`src/rtl/dual_wheel_ramped_drive_command_macros.svh`:
```
// Assertion macros for the drive command block.
// The bodies refer to the clk and rst_n of the module that uses them.
`ifndef DUAL_WHEEL_RAMPED_DRIVE_COMMAND_MACROS_SVH
`define DUAL_WHEEL_RAMPED_DRIVE_COMMAND_MACROS_SVH
`ifndef SYNTH
`define DRC_ASSERT_SAME(label, ante, cons, msg) \
    label: assert property (@(posedge clk) disable iff (!rst_n) (ante) |-> (cons)) \
        else $error(msg);
`define DRC_ASSERT_NEXT(label, ante, cons, msg) \
    label: assert property (@(posedge clk) disable iff (!rst_n) (ante) |=> (cons)) \
        else $error(msg);
`else
`define DRC_ASSERT_SAME(label, ante, cons, msg)
`define DRC_ASSERT_NEXT(label, ante, cons, msg)
`endif
`endif

```
`src/rtl/drc_pkg.sv`:
```
package drc_pkg;

    // Fixed fraction bits of the speed gain.
    localparam int GAIN_FRAC_BITS = 8;
    // Largest motor command magnitude.
    localparam int CMD_MAX = 127;
    // Depth of the lane command pipeline that must refill after a change.
    localparam logic [1:0] SETTLE_CYCLES = 2'd3;

    // Stream payload widths.
    localparam int IN_DATA_W  = 32;
    localparam int OUT_DATA_W = 56;

    // Input beat selector and result kind codes.
    localparam logic CMD_SPEED   = 1'b0;
    localparam logic CMD_TICK    = 1'b1;
    localparam logic KIND_ACK    = 1'b0;
    localparam logic KIND_UPDATE = 1'b1;

    // Register reset values.
    localparam logic [14:0] SPEED_LIMIT_RST    = 15'd6144;
    localparam logic [15:0] SPEED_GAIN_RST     = 16'd21675;
    localparam logic [6:0]  DEADBAND_RST       = 7'd3;
    localparam logic [7:0]  SLEW_STEP_RST      = 8'd4;
    localparam logic [15:0] TIMEOUT_MS_RST     = 16'd250;
    localparam logic [15:0] LOOP_PERIOD_MS_RST = 16'd10;

    // Configuration register indexes.
    typedef enum logic [2:0] {
        REG_SPEED_LIMIT    = 3'd0,
        REG_SPEED_GAIN     = 3'd1,
        REG_DEADBAND       = 3'd2,
        REG_SLEW_STEP      = 3'd3,
        REG_TIMEOUT_MS     = 3'd4,
        REG_LOOP_PERIOD_MS = 3'd5,
        REG_LEFT_INVERT    = 3'd6,
        REG_RIGHT_INVERT   = 3'd7
    } drc_reg_t;

    // Per-update control from the loop period and watchdog logic to both wheel lanes.
    typedef struct packed {
        logic update;
        logic stop;
    } drc_lane_ctl_t;

endpackage

```
`src/rtl/drc_lane.sv`:
```
module drc_lane
    import drc_pkg::*;
#(
    parameter int SPEED_FRAC_BITS = 12
)
(
    input  logic                clk,
    input  logic                rst_n,
    input  logic signed [15:0]  target,
    input  logic [14:0]         speed_limit,
    input  logic [15:0]         speed_gain,
    input  logic [6:0]          deadband,
    input  logic [7:0]          slew_step,
    input  logic                invert,
    input  drc_lane_ctl_t       ctl,
    output logic signed [7:0]   cmd_next
);

    localparam int SHIFT = SPEED_FRAC_BITS + GAIN_FRAC_BITS;

    logic [16:0]        neg_ext;
    logic [16:0]        abs_s;
    logic [14:0]        mag_a_reg;
    logic [14:0]        mag_a_next;
    logic               neg_a_reg;
    logic [30:0]        prod_b_reg;
    logic [30:0]        prod_b_next;
    logic               neg_b_reg;
    logic [30:0]        shifted;
    logic [6:0]         mag7;
    logic [7:0]         mag8;
    logic               neg_c;
    logic [7:0]         cmd_c_reg;
    logic [7:0]         cmd_c_next;
    logic signed [7:0]  current_reg;
    logic signed [7:0]  current_next;
    logic signed [9:0]  cur10;
    logic signed [9:0]  tgt10;
    logic signed [9:0]  step10;
    logic signed [9:0]  up10;
    logic signed [9:0]  dn10;
    logic signed [7:0]  slewed;

    // First stage: magnitude of the target clamped to the speed limit.
    always_comb
    begin
        neg_ext    = 17'd0 - {target[15], target};
        abs_s      = target[15] ? neg_ext : {1'b0, target};
        mag_a_next = (abs_s > {2'b00, speed_limit}) ? speed_limit : abs_s[14:0];
    end

    // Second stage: scale by the Q8.8 gain.
    assign prod_b_next = 31'(mag_a_reg) * 31'(speed_gain);

    // Third stage: drop fraction bits, clamp, apply direction and deadband.
    always_comb
    begin
        shifted    = prod_b_reg >> SHIFT;
        mag7       = (shifted > 31'(CMD_MAX)) ? 7'(CMD_MAX) : shifted[6:0];
        mag8       = {1'b0, mag7};
        neg_c      = neg_b_reg ^ invert;
        if (mag7 < deadband)
        begin
            cmd_c_next = 8'd0;
        end
        else
        begin
            cmd_c_next = neg_c ? (8'd0 - mag8) : mag8;
        end
    end

    always_ff @(posedge clk)
    begin
        mag_a_reg  <= mag_a_next;
        neg_a_reg  <= target[15];
        prod_b_reg <= prod_b_next;
        neg_b_reg  <= neg_a_reg;
        cmd_c_reg  <= cmd_c_next;
    end

    // Slew limit: move the current command toward the goal by the step size.
    always_comb
    begin
        cur10  = {{2{current_reg[7]}}, current_reg};
        tgt10  = {{2{cmd_c_reg[7]}}, cmd_c_reg};
        step10 = {2'b00, slew_step};
        up10   = cur10 + step10;
        dn10   = cur10 - step10;
        if (tgt10 > up10)
        begin
            slewed = up10[7:0];
        end
        else if (tgt10 < dn10)
        begin
            slewed = dn10[7:0];
        end
        else
        begin
            slewed = tgt10[7:0];
        end
        cmd_next     = ctl.stop ? 8'sd0 : slewed;
        current_next = ctl.update ? cmd_next : current_reg;
    end

    always_ff @(posedge clk or negedge rst_n)
    begin
        if (!rst_n)
        begin
            current_reg <= 8'sd0;
        end
        else
        begin
            current_reg <= current_next;
        end
    end

endmodule

```
`src/rtl/dual_wheel_ramped_drive_command.sv`:
```
// Results land in the output register, or the skid stage on a stall. One tick
// beat per cycle unless stalled or refilling; the left and right lanes run side
// by side. A command beat or a register write holds the input off while the
// three-stage clamp, gain and deadband pipeline of each lane refills. Reset
// (async, rst_n low): registers return to defaults, targets, motor commands and
// both millisecond counters clear, output empty, input held off for the refill.
`include "dual_wheel_ramped_drive_command_macros.svh"
module dual_wheel_ramped_drive_command
    import drc_pkg::*;
#(
    parameter int SPEED_FRAC_BITS = 12,
    parameter int TIMER_WIDTH     = 16
)
(
    input  logic                  clk,
    input  logic                  rst_n,
    // Input stream
    input  logic                  s_tvalid,
    output logic                  s_tready,
    input  logic [IN_DATA_W-1:0]  s_tdata,   // left_target_speed[15:0],
                                             // right_target_speed[31:16]
    input  logic                  s_tuser,   // cmd
    // Result stream
    output logic                  m_tvalid,
    input  logic                  m_tready,
    output logic [OUT_DATA_W-1:0] m_tdata,   // left_cmd[7:0], right_cmd[15:8],
                                             // timed_out[16], echo_left[32:17],
                                             // echo_right[48:33], zero[55:49]
    output logic                  m_tuser,   // kind
    // Configuration write port
    input  logic                  cfg_we,
    input  logic [2:0]            cfg_index,
    input  logic [15:0]           cfg_data
);

    localparam int CMP_W = (TIMER_WIDTH > 16) ? TIMER_WIDTH : 16;
    localparam logic [TIMER_WIDTH-1:0] TIMER_MAX = {TIMER_WIDTH{1'b1}};

    logic [14:0]             speed_limit_reg;
    logic [15:0]             speed_gain_reg;
    logic [6:0]              deadband_reg;
    logic [7:0]              slew_step_reg;
    logic [15:0]             timeout_ms_reg;
    logic [15:0]             loop_period_ms_reg;
    logic                    left_invert_reg;
    logic                    right_invert_reg;
    logic signed [15:0]      left_target_reg;
    logic signed [15:0]      right_target_reg;
    logic [TIMER_WIDTH-1:0]  ms_cmd_reg;
    logic [TIMER_WIDTH-1:0]  ms_cmd_next;
    logic [TIMER_WIDTH-1:0]  ms_upd_reg;
    logic [TIMER_WIDTH-1:0]  ms_upd_next;
    logic [TIMER_WIDTH-1:0]  cmd_inc;
    logic [TIMER_WIDTH-1:0]  upd_inc;
    logic [1:0]              settle_reg;
    logic [1:0]              settle_next;
    logic                    in_acc;
    logic                    cmd_acc;
    logic                    tick;
    logic                    due;
    logic                    timeout;
    drc_lane_ctl_t           lane_ctl;
    logic signed [7:0]       left_cmd;
    logic signed [7:0]       right_cmd;
    logic                    res_valid;
    logic                    res_kind;
    logic [OUT_DATA_W-1:0]   res_data;
    logic                    out_valid_reg;
    logic                    out_kind_reg;
    logic [OUT_DATA_W-1:0]   out_data_reg;
    logic                    skid_valid_reg;
    logic                    skid_kind_reg;
    logic [OUT_DATA_W-1:0]   skid_data_reg;

    // Input handshake.
    assign s_tready = !skid_valid_reg && (settle_reg == 2'd0);
    assign in_acc   = s_tvalid && s_tready;
    assign cmd_acc  = in_acc && (s_tuser == CMD_SPEED);
    assign tick     = in_acc && (s_tuser == CMD_TICK);

    // Configuration registers.
    always_ff @(posedge clk or negedge rst_n)
    begin
        if (!rst_n)
        begin
            speed_limit_reg    <= SPEED_LIMIT_RST;
            speed_gain_reg     <= SPEED_GAIN_RST;
            deadband_reg       <= DEADBAND_RST;
            slew_step_reg      <= SLEW_STEP_RST;
            timeout_ms_reg     <= TIMEOUT_MS_RST;
            loop_period_ms_reg <= LOOP_PERIOD_MS_RST;
            left_invert_reg    <= 1'b0;
            right_invert_reg   <= 1'b0;
        end
        else if (cfg_we)
        begin
            case (drc_reg_t'(cfg_index))
                REG_SPEED_LIMIT:    speed_limit_reg    <= cfg_data[14:0];
                REG_SPEED_GAIN:     speed_gain_reg     <= cfg_data;
                REG_DEADBAND:       deadband_reg       <= cfg_data[6:0];
                REG_SLEW_STEP:      slew_step_reg      <= cfg_data[7:0];
                REG_TIMEOUT_MS:     timeout_ms_reg     <= cfg_data;
                REG_LOOP_PERIOD_MS: loop_period_ms_reg <= cfg_data;
                REG_LEFT_INVERT:    left_invert_reg    <= cfg_data[0];
                REG_RIGHT_INVERT:   right_invert_reg   <= cfg_data[0];
                default:            speed_limit_reg    <= speed_limit_reg;
            endcase
        end
    end

    // Millisecond counters, loop period and watchdog decisions.
    always_comb
    begin
        cmd_inc     = (ms_cmd_reg == TIMER_MAX) ? ms_cmd_reg : ms_cmd_reg + 1'b1;
        upd_inc     = (ms_upd_reg == TIMER_MAX) ? ms_upd_reg : ms_upd_reg + 1'b1;
        due         = CMP_W'(upd_inc) >= CMP_W'(loop_period_ms_reg);
        timeout     = CMP_W'(cmd_inc) > CMP_W'(timeout_ms_reg);
        ms_cmd_next = ms_cmd_reg;
        ms_upd_next = ms_upd_reg;
        if (cmd_acc)
        begin
            ms_cmd_next = '0;
        end
        else if (tick)
        begin
            ms_cmd_next = cmd_inc;
            ms_upd_next = due ? '0 : upd_inc;
        end
        if (cmd_acc || cfg_we)
        begin
            settle_next = SETTLE_CYCLES;
        end
        else if (settle_reg != 2'd0)
        begin
            settle_next = settle_reg - 2'd1;
        end
        else
        begin
            settle_next = settle_reg;
        end
        lane_ctl.update = tick && due;
        lane_ctl.stop   = timeout;
    end

    always_ff @(posedge clk or negedge rst_n)
    begin
        if (!rst_n)
        begin
            left_target_reg  <= 16'sd0;
            right_target_reg <= 16'sd0;
            ms_cmd_reg       <= '0;
            ms_upd_reg       <= '0;
            settle_reg       <= SETTLE_CYCLES;
        end
        else
        begin
            if (cmd_acc)
            begin
                left_target_reg  <= s_tdata[15:0];
                right_target_reg <= s_tdata[31:16];
            end
            ms_cmd_reg <= ms_cmd_next;
            ms_upd_reg <= ms_upd_next;
            settle_reg <= settle_next;
        end
    end

    // Wheel lanes.
    drc_lane #(
        .SPEED_FRAC_BITS (SPEED_FRAC_BITS)
    ) u_left_lane (
        .clk         (clk),
        .rst_n       (rst_n),
        .target      (left_target_reg),
        .speed_limit (speed_limit_reg),
        .speed_gain  (speed_gain_reg),
        .deadband    (deadband_reg),
        .slew_step   (slew_step_reg),
        .invert      (left_invert_reg),
        .ctl         (lane_ctl),
        .cmd_next    (left_cmd)
    );

    drc_lane #(
        .SPEED_FRAC_BITS (SPEED_FRAC_BITS)
    ) u_right_lane (
        .clk         (clk),
        .rst_n       (rst_n),
        .target      (right_target_reg),
        .speed_limit (speed_limit_reg),
        .speed_gain  (speed_gain_reg),
        .deadband    (deadband_reg),
        .slew_step   (slew_step_reg),
        .invert      (right_invert_reg),
        .ctl         (lane_ctl),
        .cmd_next    (right_cmd)
    );

    // Merge lane results into one result beat.
    always_comb
    begin
        res_valid = cmd_acc || lane_ctl.update;
        if (cmd_acc)
        begin
            res_kind = KIND_ACK;
            res_data = {7'd0, s_tdata[31:16], s_tdata[15:0], 1'b0, 8'd0, 8'd0};
        end
        else
        begin
            res_kind = KIND_UPDATE;
            res_data = {7'd0, 16'd0, 16'd0, timeout, right_cmd, left_cmd};
        end
    end

    // Output register with a skid stage behind it.
    always_ff @(posedge clk or negedge rst_n)
    begin
        if (!rst_n)
        begin
            out_valid_reg  <= 1'b0;
            skid_valid_reg <= 1'b0;
        end
        else if (!out_valid_reg || m_tready)
        begin
            if (skid_valid_reg)
            begin
                out_valid_reg  <= 1'b1;
                skid_valid_reg <= 1'b0;
            end
            else
            begin
                out_valid_reg <= res_valid;
            end
        end
        else if (res_valid)
        begin
            skid_valid_reg <= 1'b1;
        end
    end

    always_ff @(posedge clk)
    begin
        if (!out_valid_reg || m_tready)
        begin
            if (skid_valid_reg)
            begin
                out_kind_reg <= skid_kind_reg;
                out_data_reg <= skid_data_reg;
            end
            else
            begin
                out_kind_reg <= res_kind;
                out_data_reg <= res_data;
            end
        end
        else if (res_valid)
        begin
            skid_kind_reg <= res_kind;
            skid_data_reg <= res_data;
        end
    end

    assign m_tvalid = out_valid_reg;
    assign m_tuser  = out_kind_reg;
    assign m_tdata  = out_data_reg;

    // Checks.
    `DRC_ASSERT_NEXT(a_hold_after_cmd, s_tvalid && s_tready && (s_tuser == CMD_SPEED),
        !s_tready, "input accepted while lane pipeline refills")
    `DRC_ASSERT_SAME(a_timeout_zero, m_tvalid && (m_tuser == KIND_UPDATE) && m_tdata[16],
        m_tdata[15:0] == 16'd0, "timed out update with nonzero motor command")
    `DRC_ASSERT_SAME(a_ack_clean, m_tvalid && (m_tuser == KIND_ACK),
        m_tdata[16:0] == 17'd0, "acknowledge carries drive fields")
    `DRC_ASSERT_SAME(a_cmd_range, m_tvalid && (m_tuser == KIND_UPDATE),
        (m_tdata[7:0] != 8'h80) && (m_tdata[15:8] != 8'h80),
        "motor command outside plus or minus 127")

endmodule

```
`config.mk`:
```
export PLATFORM = sky130hd
export DESIGN_NAME = dual_wheel_ramped_drive_command
export DESIGN_NICKNAME = d
export VERILOG_FILES = /design/src/rtl/drc_pkg.sv /design/src/rtl/drc_lane.sv /design/src/rtl/dual_wheel_ramped_drive_command.sv
export VERILOG_INCLUDE_DIRS = /design/src /design/src/rtl
export SDC_FILE = /design/constraint.sdc
export NUM_CORES = 2
export LEC_CHECK = 0
export ABC_AREA = 1
export BUFFER_PORTS_ARGS = -buffer_cell sky130_fd_sc_hd__clkbuf_2
export CAP_MARGIN = 10
export CORE_MARGIN = 2
export CORE_UTILIZATION = 47
export CTS_CLUSTER_DIAMETER = 40
export CTS_CLUSTER_SIZE = 12
export DETAILED_ROUTE_END_ITERATION = 7
export PLACE_DENSITY = 0.66
export SLEW_MARGIN = 20
export SYNTH_ARGS = -nofsm -noshare
export SYNTH_HDL_FRONTEND = slang
export SYNTH_SLANG_ARGS = --single-unit
```
`constraint.sdc`:
```
create_clock -name clk -period 5.5 [get_ports clk]
set_input_delay 0.825 -clock clk [delete_from_list [all_inputs] [get_ports clk]]
set_output_delay 0.825 -clock clk [all_outputs]
set_load 0.01 [all_outputs]
```
## Yosys cells after proc, flatten, opt, wreduce, memory -nomap -nowiden

Cells that the tools add are included.
Widths: inputs -> output; s select.

- Register bits: 390
- Output and inout bits: 59

- Add/sub/neg operators: 11
- $mul: 2
- Order comparisons: 12
- Equality and inequality tests: 9
- Mux-type cells: 28
- Bitwise logic cells: 7
- Reduce and logical (&&, ||, !) cells: 28

Operator list:

| kind | number |
|---|---|
| $mux 16 | 5 |
| $mul 15x16->31 | 2 |
| $mux 56 | 1 |
| $mux 49 | 1 |
| $mux 8 | 6 |
| $gt 17x15->1 | 2 |
| $mux 17 | 2 |
| $sub 1x16->17 const A | 2 |
| $add 16x1->16 const B | 2 |
| $eq 16x16->1 const B | 2 |
| $mux 15 | 2 |
| $mux 7 | 4 |
| $gt 11x7->1 const B | 2 |
| $add 8x9->10 | 2 |
| $gt 8x10->1 | 2 |
| $lt 8x10->1 | 2 |
| $reduce_and 2->1 | 10 |
| $sub 8x9->10 | 2 |
| $ge 16x16->1 | 1 |
| $gt 16x16->1 | 1 |
| $sub 1x7->8 const A | 2 |
| $lt 7x7->1 | 2 |
| $eq 3x3->1 const B | 4 |
| $reduce_bool 2->1 | 4 |
| other kinds (13) | 32 |

## Longest topological paths before layout

- Word-level depth: 8
- Mapped depth: 27
- Mapped depth without buffers: 25

## Modules after synthesis

A second synthesis with hierarchy kept.

- Cell total of the unflattened synthesis: 4775
- Area, all modules: 35962.0 um^2

By module, submodules not included:

| module | instances | cells an instance | area an instance (um^2) | seq. area each (um^2) |
|---|---|---|---|---|
| drc_lane (u_left_lane) | 1 | 1784 | 12444.4 | 920.9 |
| drc_lane (u_right_lane) | 1 | 1779 | 12329.3 | 920.9 |
| dual_wheel_ramped_drive_command | 1 | 1212 | 11188.2 | 6735.2 |

## Worst setup path before layout

Ideal clock, no wire load.

- Path kind: reg2reg
- From: register ms_upd_reg[0]
- To: register skid_data_reg[0] (enable)
- Library setup time: 0.474 ns
- Data arrival time: 4.846 ns
- Data required time: 5.026 ns
- Path slack: 0.179 ns
- Cell stages (with the launch flop): 19
- Buffers on the path: 1
- Period minus slack after synthesis: 5.321 ns
- Cells stage by stage: dfrtp_1 > ha_1 > nand2_1 > nor2_4 > nand3_2 > nor2_2 > nand4_4 > nand2_1 > xnor2_1 > ha_1 > nand2_1 > inv_1 > nand3_1 > nor2_1 > nand3_1 > nand3_1 > nand2_1 > buf_2 > a21oi_1

- Word-level cells in the longest chain between the ends: 6
- Elaborated cells between the ends (all ways): 7
- Classes of those cells: add/sub (1); order compare (1); eq/ne (1); mux (1); reduce/logical (3)

RTL lines:

| what | line | source |
|---|---|---|
| start, declared | dual_wheel_ramped_drive_command.sv:51 | `logic [TIMER_WIDTH-1:0] ms_upd_reg;` |
| start signal, assigned | dual_wheel_ramped_drive_command.sv:163 | `ms_upd_reg <= ms_upd_next;` |
| $add 16x1->16 or $eq 16x16->1 (tied branches) | dual_wheel_ramped_drive_command.sv:115 | `upd_inc = (ms_upd_reg == TIMER_MAX) ? ms_upd_reg : ms_upd_reg + 1'b1;` |
| $mux 16 * | dual_wheel_ramped_drive_command.sv:115 |  |
| $ge 16x16->1 * | dual_wheel_ramped_drive_command.sv:116 | `due = CMP_W'(upd_inc) >= CMP_W'(loop_period_ms_reg);` |
| $logic_and 1x1->1 * | dual_wheel_ramped_drive_command.sv:141 | `lane_ctl.update = tick && due;` |
| $logic_or 1x1->1 * | dual_wheel_ramped_drive_command.sv:202 | `res_valid = cmd_acc \|\| lane_ctl.update;` |
| $reduce_and 2->1 (no source line) * | - |  |
| end signal, assigned | dual_wheel_ramped_drive_command.sv:259 | `skid_data_reg <= res_data;` |
| end, declared | dual_wheel_ramped_drive_command.sv:73 | `logic [OUT_DATA_W-1:0] skid_data_reg;` |

Mark *: on every way between the ends. The rest lies on a longest branch, timed or not.
A chain may end at the register's enable or synchronous reset.

## Worst setup path after layout

- From: register speed_gain_reg[7]
- To: register u_right_lane.prod_b_reg[22]

- Word-level cells in the longest chain between the ends: 1

RTL lines:

| what | line | source |
|---|---|---|
| start, declared | dual_wheel_ramped_drive_command.sv:40 | `logic [15:0] speed_gain_reg;` |
| start signal, assigned | dual_wheel_ramped_drive_command.sv:99 | `REG_SPEED_GAIN: speed_gain_reg <= cfg_data;` |
| $mul 15x16->31 | drc_lane.sv:53 | `assign prod_b_next = 31'(mag_a_reg) * 31'(speed_gain);` |
| via u_right_lane.prod_b_next[22] | drc_lane.sv:27 | `logic [30:0] prod_b_next;` |
| end signal, assigned | drc_lane.sv:76 | `prod_b_reg <= prod_b_next;` |
| end, declared | drc_lane.sv:26 | `logic [30:0] prod_b_reg;` |

The timed path passes the listed nets, and every way through them passes these cells.

==> impl_metrics.env <==
export IMPL_synthToLayoutAreaGrowth_pct=13.7
export IMPL_path_class="reg -> reg"
export IMPL_dieArea_sq_mm=0.0770
export IMPL_cts_sinks=336
export IMPL_core_rowCount=100
export IMPL_synthFlopType="dfrtp_1"
export IMPL_grt_pass1_wl_mm=151
export IMPL_viasPerCell=5.02
export IMPL_skew_ns=0.0626
export IMPL_crit_family="adder cells"
export IMPL_floorplan_initialDensity_pct=47.4
export IMPL_critPathBufInv=5
export IMPL_period_needed_ns=5.35
export IMPL_path_cells="buf_12 -> nand2_2 -> fa_1 -> fa_1 -> inv_1 -> fa_1 -> fa_1 -> fa_1 -> inv_1 -> fa_1 -> inv_2 -> ha_4 -> a21o_1 -> a21oi_4 -> nor2_1 -> nor2_1 -> buf_4 -> nand3_1 -> xor2_1"
export IMPL_crit_top_cell="fa_1"
export IMPL_dr_pass1_iters=5
export IMPL_start_kind="flop"
export IMPL_worst_pin_slew_ns=1.01
export IMPL_grt_start_max_net_pins=144
export IMPL_rsz0062_at_grt="true"
export IMPL_synthCells=4526
export IMPL_dr_total_vias=28486
export IMPL_grt_antenna_before_repair=0
export IMPL_drt_total_wl_mm=93.6
export IMPL_gp_congestion=0.933
export IMPL_portBuffers=108
export IMPL_slew_limit_headroom_pct=32.9
export IMPL_avgRoutedWirePerCell_microns=16.5
export IMPL_cts_root_buffer="clkbuf_16"
export IMPL_dp_hpwl_mm=72.8
export IMPL_final_period_utilization_pct=97.3
export IMPL_async_flop_share_pct=48.8
export IMPL_fillers=6920
export IMPL_cpPeakStageDelay_ns=0.58
export IMPL_worstRegToRegCells=19
export IMPL_slowest_stage="dfstp_2"
export IMPL_htreeDepth=2
export IMPL_chipWidth_microns=277
export IMPL_setup_viol_count_final=0
export IMPL_grt_usage_pct=24.5
export IMPL_synth_seq_cells=336
export IMPL_fp_dieH_microns=277
export IMPL_overflow=0
export IMPL_arrival_ns=5.80
export IMPL_synth_edf_count=100
export IMPL_r2r_slack_ns=0.15
export IMPL_coreArea_sq_mm=0.0742
export IMPL_slew_violations=0
export IMPL_drcViolationCount=0
export IMPL_hold_buffers=0
export IMPL_crit_fanout=7
export IMPL_ys_seq_area_share_pct=24.4
export IMPL_clkTransAtPathRegs_ns=0.06
export IMPL_drive_gt1_share_pct=11.0
export IMPL_numCtsBuffers=57
export IMPL_maxCapViolCount=0
export IMPL_clock_latency_ns=0.64
export IMPL_ioPinCount=116
export IMPL_r2r_end="u_right_lane.prod_b_reg[22]"
export IMPL_critPathCaptureType="flop"
export IMPL_status="finished, final reports clean"
export IMPL_cts_tree="yes"
export IMPL_worstHoldPathType="in -> async"
export IMPL_cts_path_max_buffers=3
export IMPL_reg2reg_from="speed_gain_reg[7]"
export IMPL_drt_antenna_violating_nets=0
export IMPL_synth_cell_types=56
export IMPL_drt_iter0_drc=1867
export IMPL_crit_required_ns=5.95
export IMPL_setup_tns_ns=0
export IMPL_max_freq_mhz=187
export IMPL_syn_area_sq_mm=0.0351
export IMPL_yosys_warnings=0
export IMPL_fin_nets=5410
export IMPL_grt_pass1_vias=28405
export IMPL_hold_viol=0
export IMPL_syn_area_per_cell_sq_um=7.77
area by class of cell:
cell class,count,area [sq um],area share [%]
Multi-Input combinational cell,2898,22000,55.1
Tap cell,969,1210,3.03
Inverter,1129,4240,10.6
Clock buffer,63,1480,3.70
Timing Repair Buffer,232,1840,4.60
Sequential cell,336,8600,21.5
Clock inverter,45,556,1.39
Antenna cell,2,5.00,0.0125
worst max-delay path by stage:
stage,start,depth (start not counted),endpoint,slack [ns]
6_report,speed_gain_reg[7],19,u_right_lane.prod_b_reg[22],0.15
5_1_grt,speed_gain_reg[10],24,u_left_lane.prod_b_reg[30],-0.07
4_1_cts,speed_gain_reg[10],19,u_right_lane.prod_b_reg[26],0.03
3_5_place_dp,u_left_lane.mag_a_reg[5],21,u_left_lane.prod_b_reg[26],0.06
3_3_place_gp,speed_gain_reg[10],24,u_right_lane.prod_b_reg[30],0.08
2_1_floorplan,ms_upd_reg[0],18,skid_data_reg[0],0.18
worst reg2reg max path, stage by stage, from the launching register on:
cell and delay, ns:
dfstp_2 0.58, buf_12 0.14, nand2_2 0.07, fa_1 0.49, fa_1 0.51, inv_1 0.06, fa_1 0.51, fa_1 0.53
fa_1 0.49, inv_1 0.06, fa_1 0.51, inv_2 0.05, ha_4 0.21, a21o_1 0.23, a21oi_4 0.20, nor2_1 0.07
nor2_1 0.14, buf_4 0.13, nand3_1 0.09, xor2_1 0.16
synth_stat cells (4+ instances only):
master    instances  area, sq um
inv_2            11         41.3
ha_1            337         4220
buf_4            13         97.6
clkbuf_1        132          495
dfrtp_1         141         3530
nor3_1           21          105
nor2_4            7         78.8
nand2_2           8         50.1
xnor2_1          11         96.3
a21o_1           17          128
o21ai_0         201         1010
a21oi_1         119          596
fa_1            362         7250
o21a_1           11         82.6
nand2_1        1143         4290
o21bai_1          6         45.0
nand3_1         173          866
buf_2            20          100
xor2_1           80          701
inv_1          1118         4200
or2_2             5         31.3
a211oi_1          7         52.6
edfxtp_1        100         3000
nand4_1          53          332
o21ai_1          31          155
a31oi_1          12         75.1
nor2_2           10         62.6
a21oi_2           4         35.0
nor4_1            7         43.8
dfxtp_1          72         1440
nand4_2           6         75.1
dfstp_2          23          604
nand3_2          10          100
nor2_1          211          792
o211ai_1          5         37.5
o22ai_1           5         31.3
o21ai_2           7         61.3
layout by cell type (no fill, tap or decap), drive strengths merged, types with 17 or more instances in the layout:
| cell type | count |
|---|---|
| nand2 | 1152 |
| nor3 | 24 |
| buf | 122 |
| edfxtp | 100 |
| nor2 | 228 |
| o21ai | 239 |
| inv | 1144 |
| dfstp | 23 |
| clkbuf | 173 |
| xor2 | 81 |
| nand3 | 184 |
| nand4 | 60 |
| dfxtp | 72 |
| a21o | 17 |
| a21oi | 123 |
| dfrtp | 141 |
| fa | 362 |
| ha | 337 |
metal layers:
metal  track usage, %  vias up  wire, microns
li1                 -    13921              -
met1             33.6    13725          42100
met2             41.0      735          43900
met3             3.39      105           5650
met4             5.64        0           1910
met5                0        -              0
logic make-up (layout without fill, tap and decap cells):
kind of cell    count (synthesis)  count (layout)  synth area share (%)
simple gates                 1666            1666                  19.8
buf+inv                      1298            1469                  14.1
fa+ha+maj                     699             699                  32.6
compound gates                434             434                  6.77
flops                         336             336                  24.4
xor+xnor                       92              92                  2.31
other cells                     1               9                0.0107
metrics by stage:
stage	worst slack, ns	utilization (%)	hold WS [ns]	std cells	cell area [sq um]
final	0.150	53.9	0.0579	5674	40000
after global routing	-0.0661	53.9	0.0502	5672	40000
after CTS	0.0332	53.0	0.0400	5654	39300
after detailed placement	0.0557	50.3	0.313	5546	37300
after global placement	0.0812	50.3	0.310	5546	37300
after floorplan	0.179	-	0.310	4532	35200
what timing repair did:
action / in CTS / in global routing
endpoints found under the setup margin: 2 / 22
buffers inserted: 0 / 15
pin swaps: 0 / 48
resized for setup: 3 / 104
cloned: 0 / 3
Power is left out: the tool's default activity adds up to more than one toggle a clock period on the data nets, which glitch-free logic cannot reach.
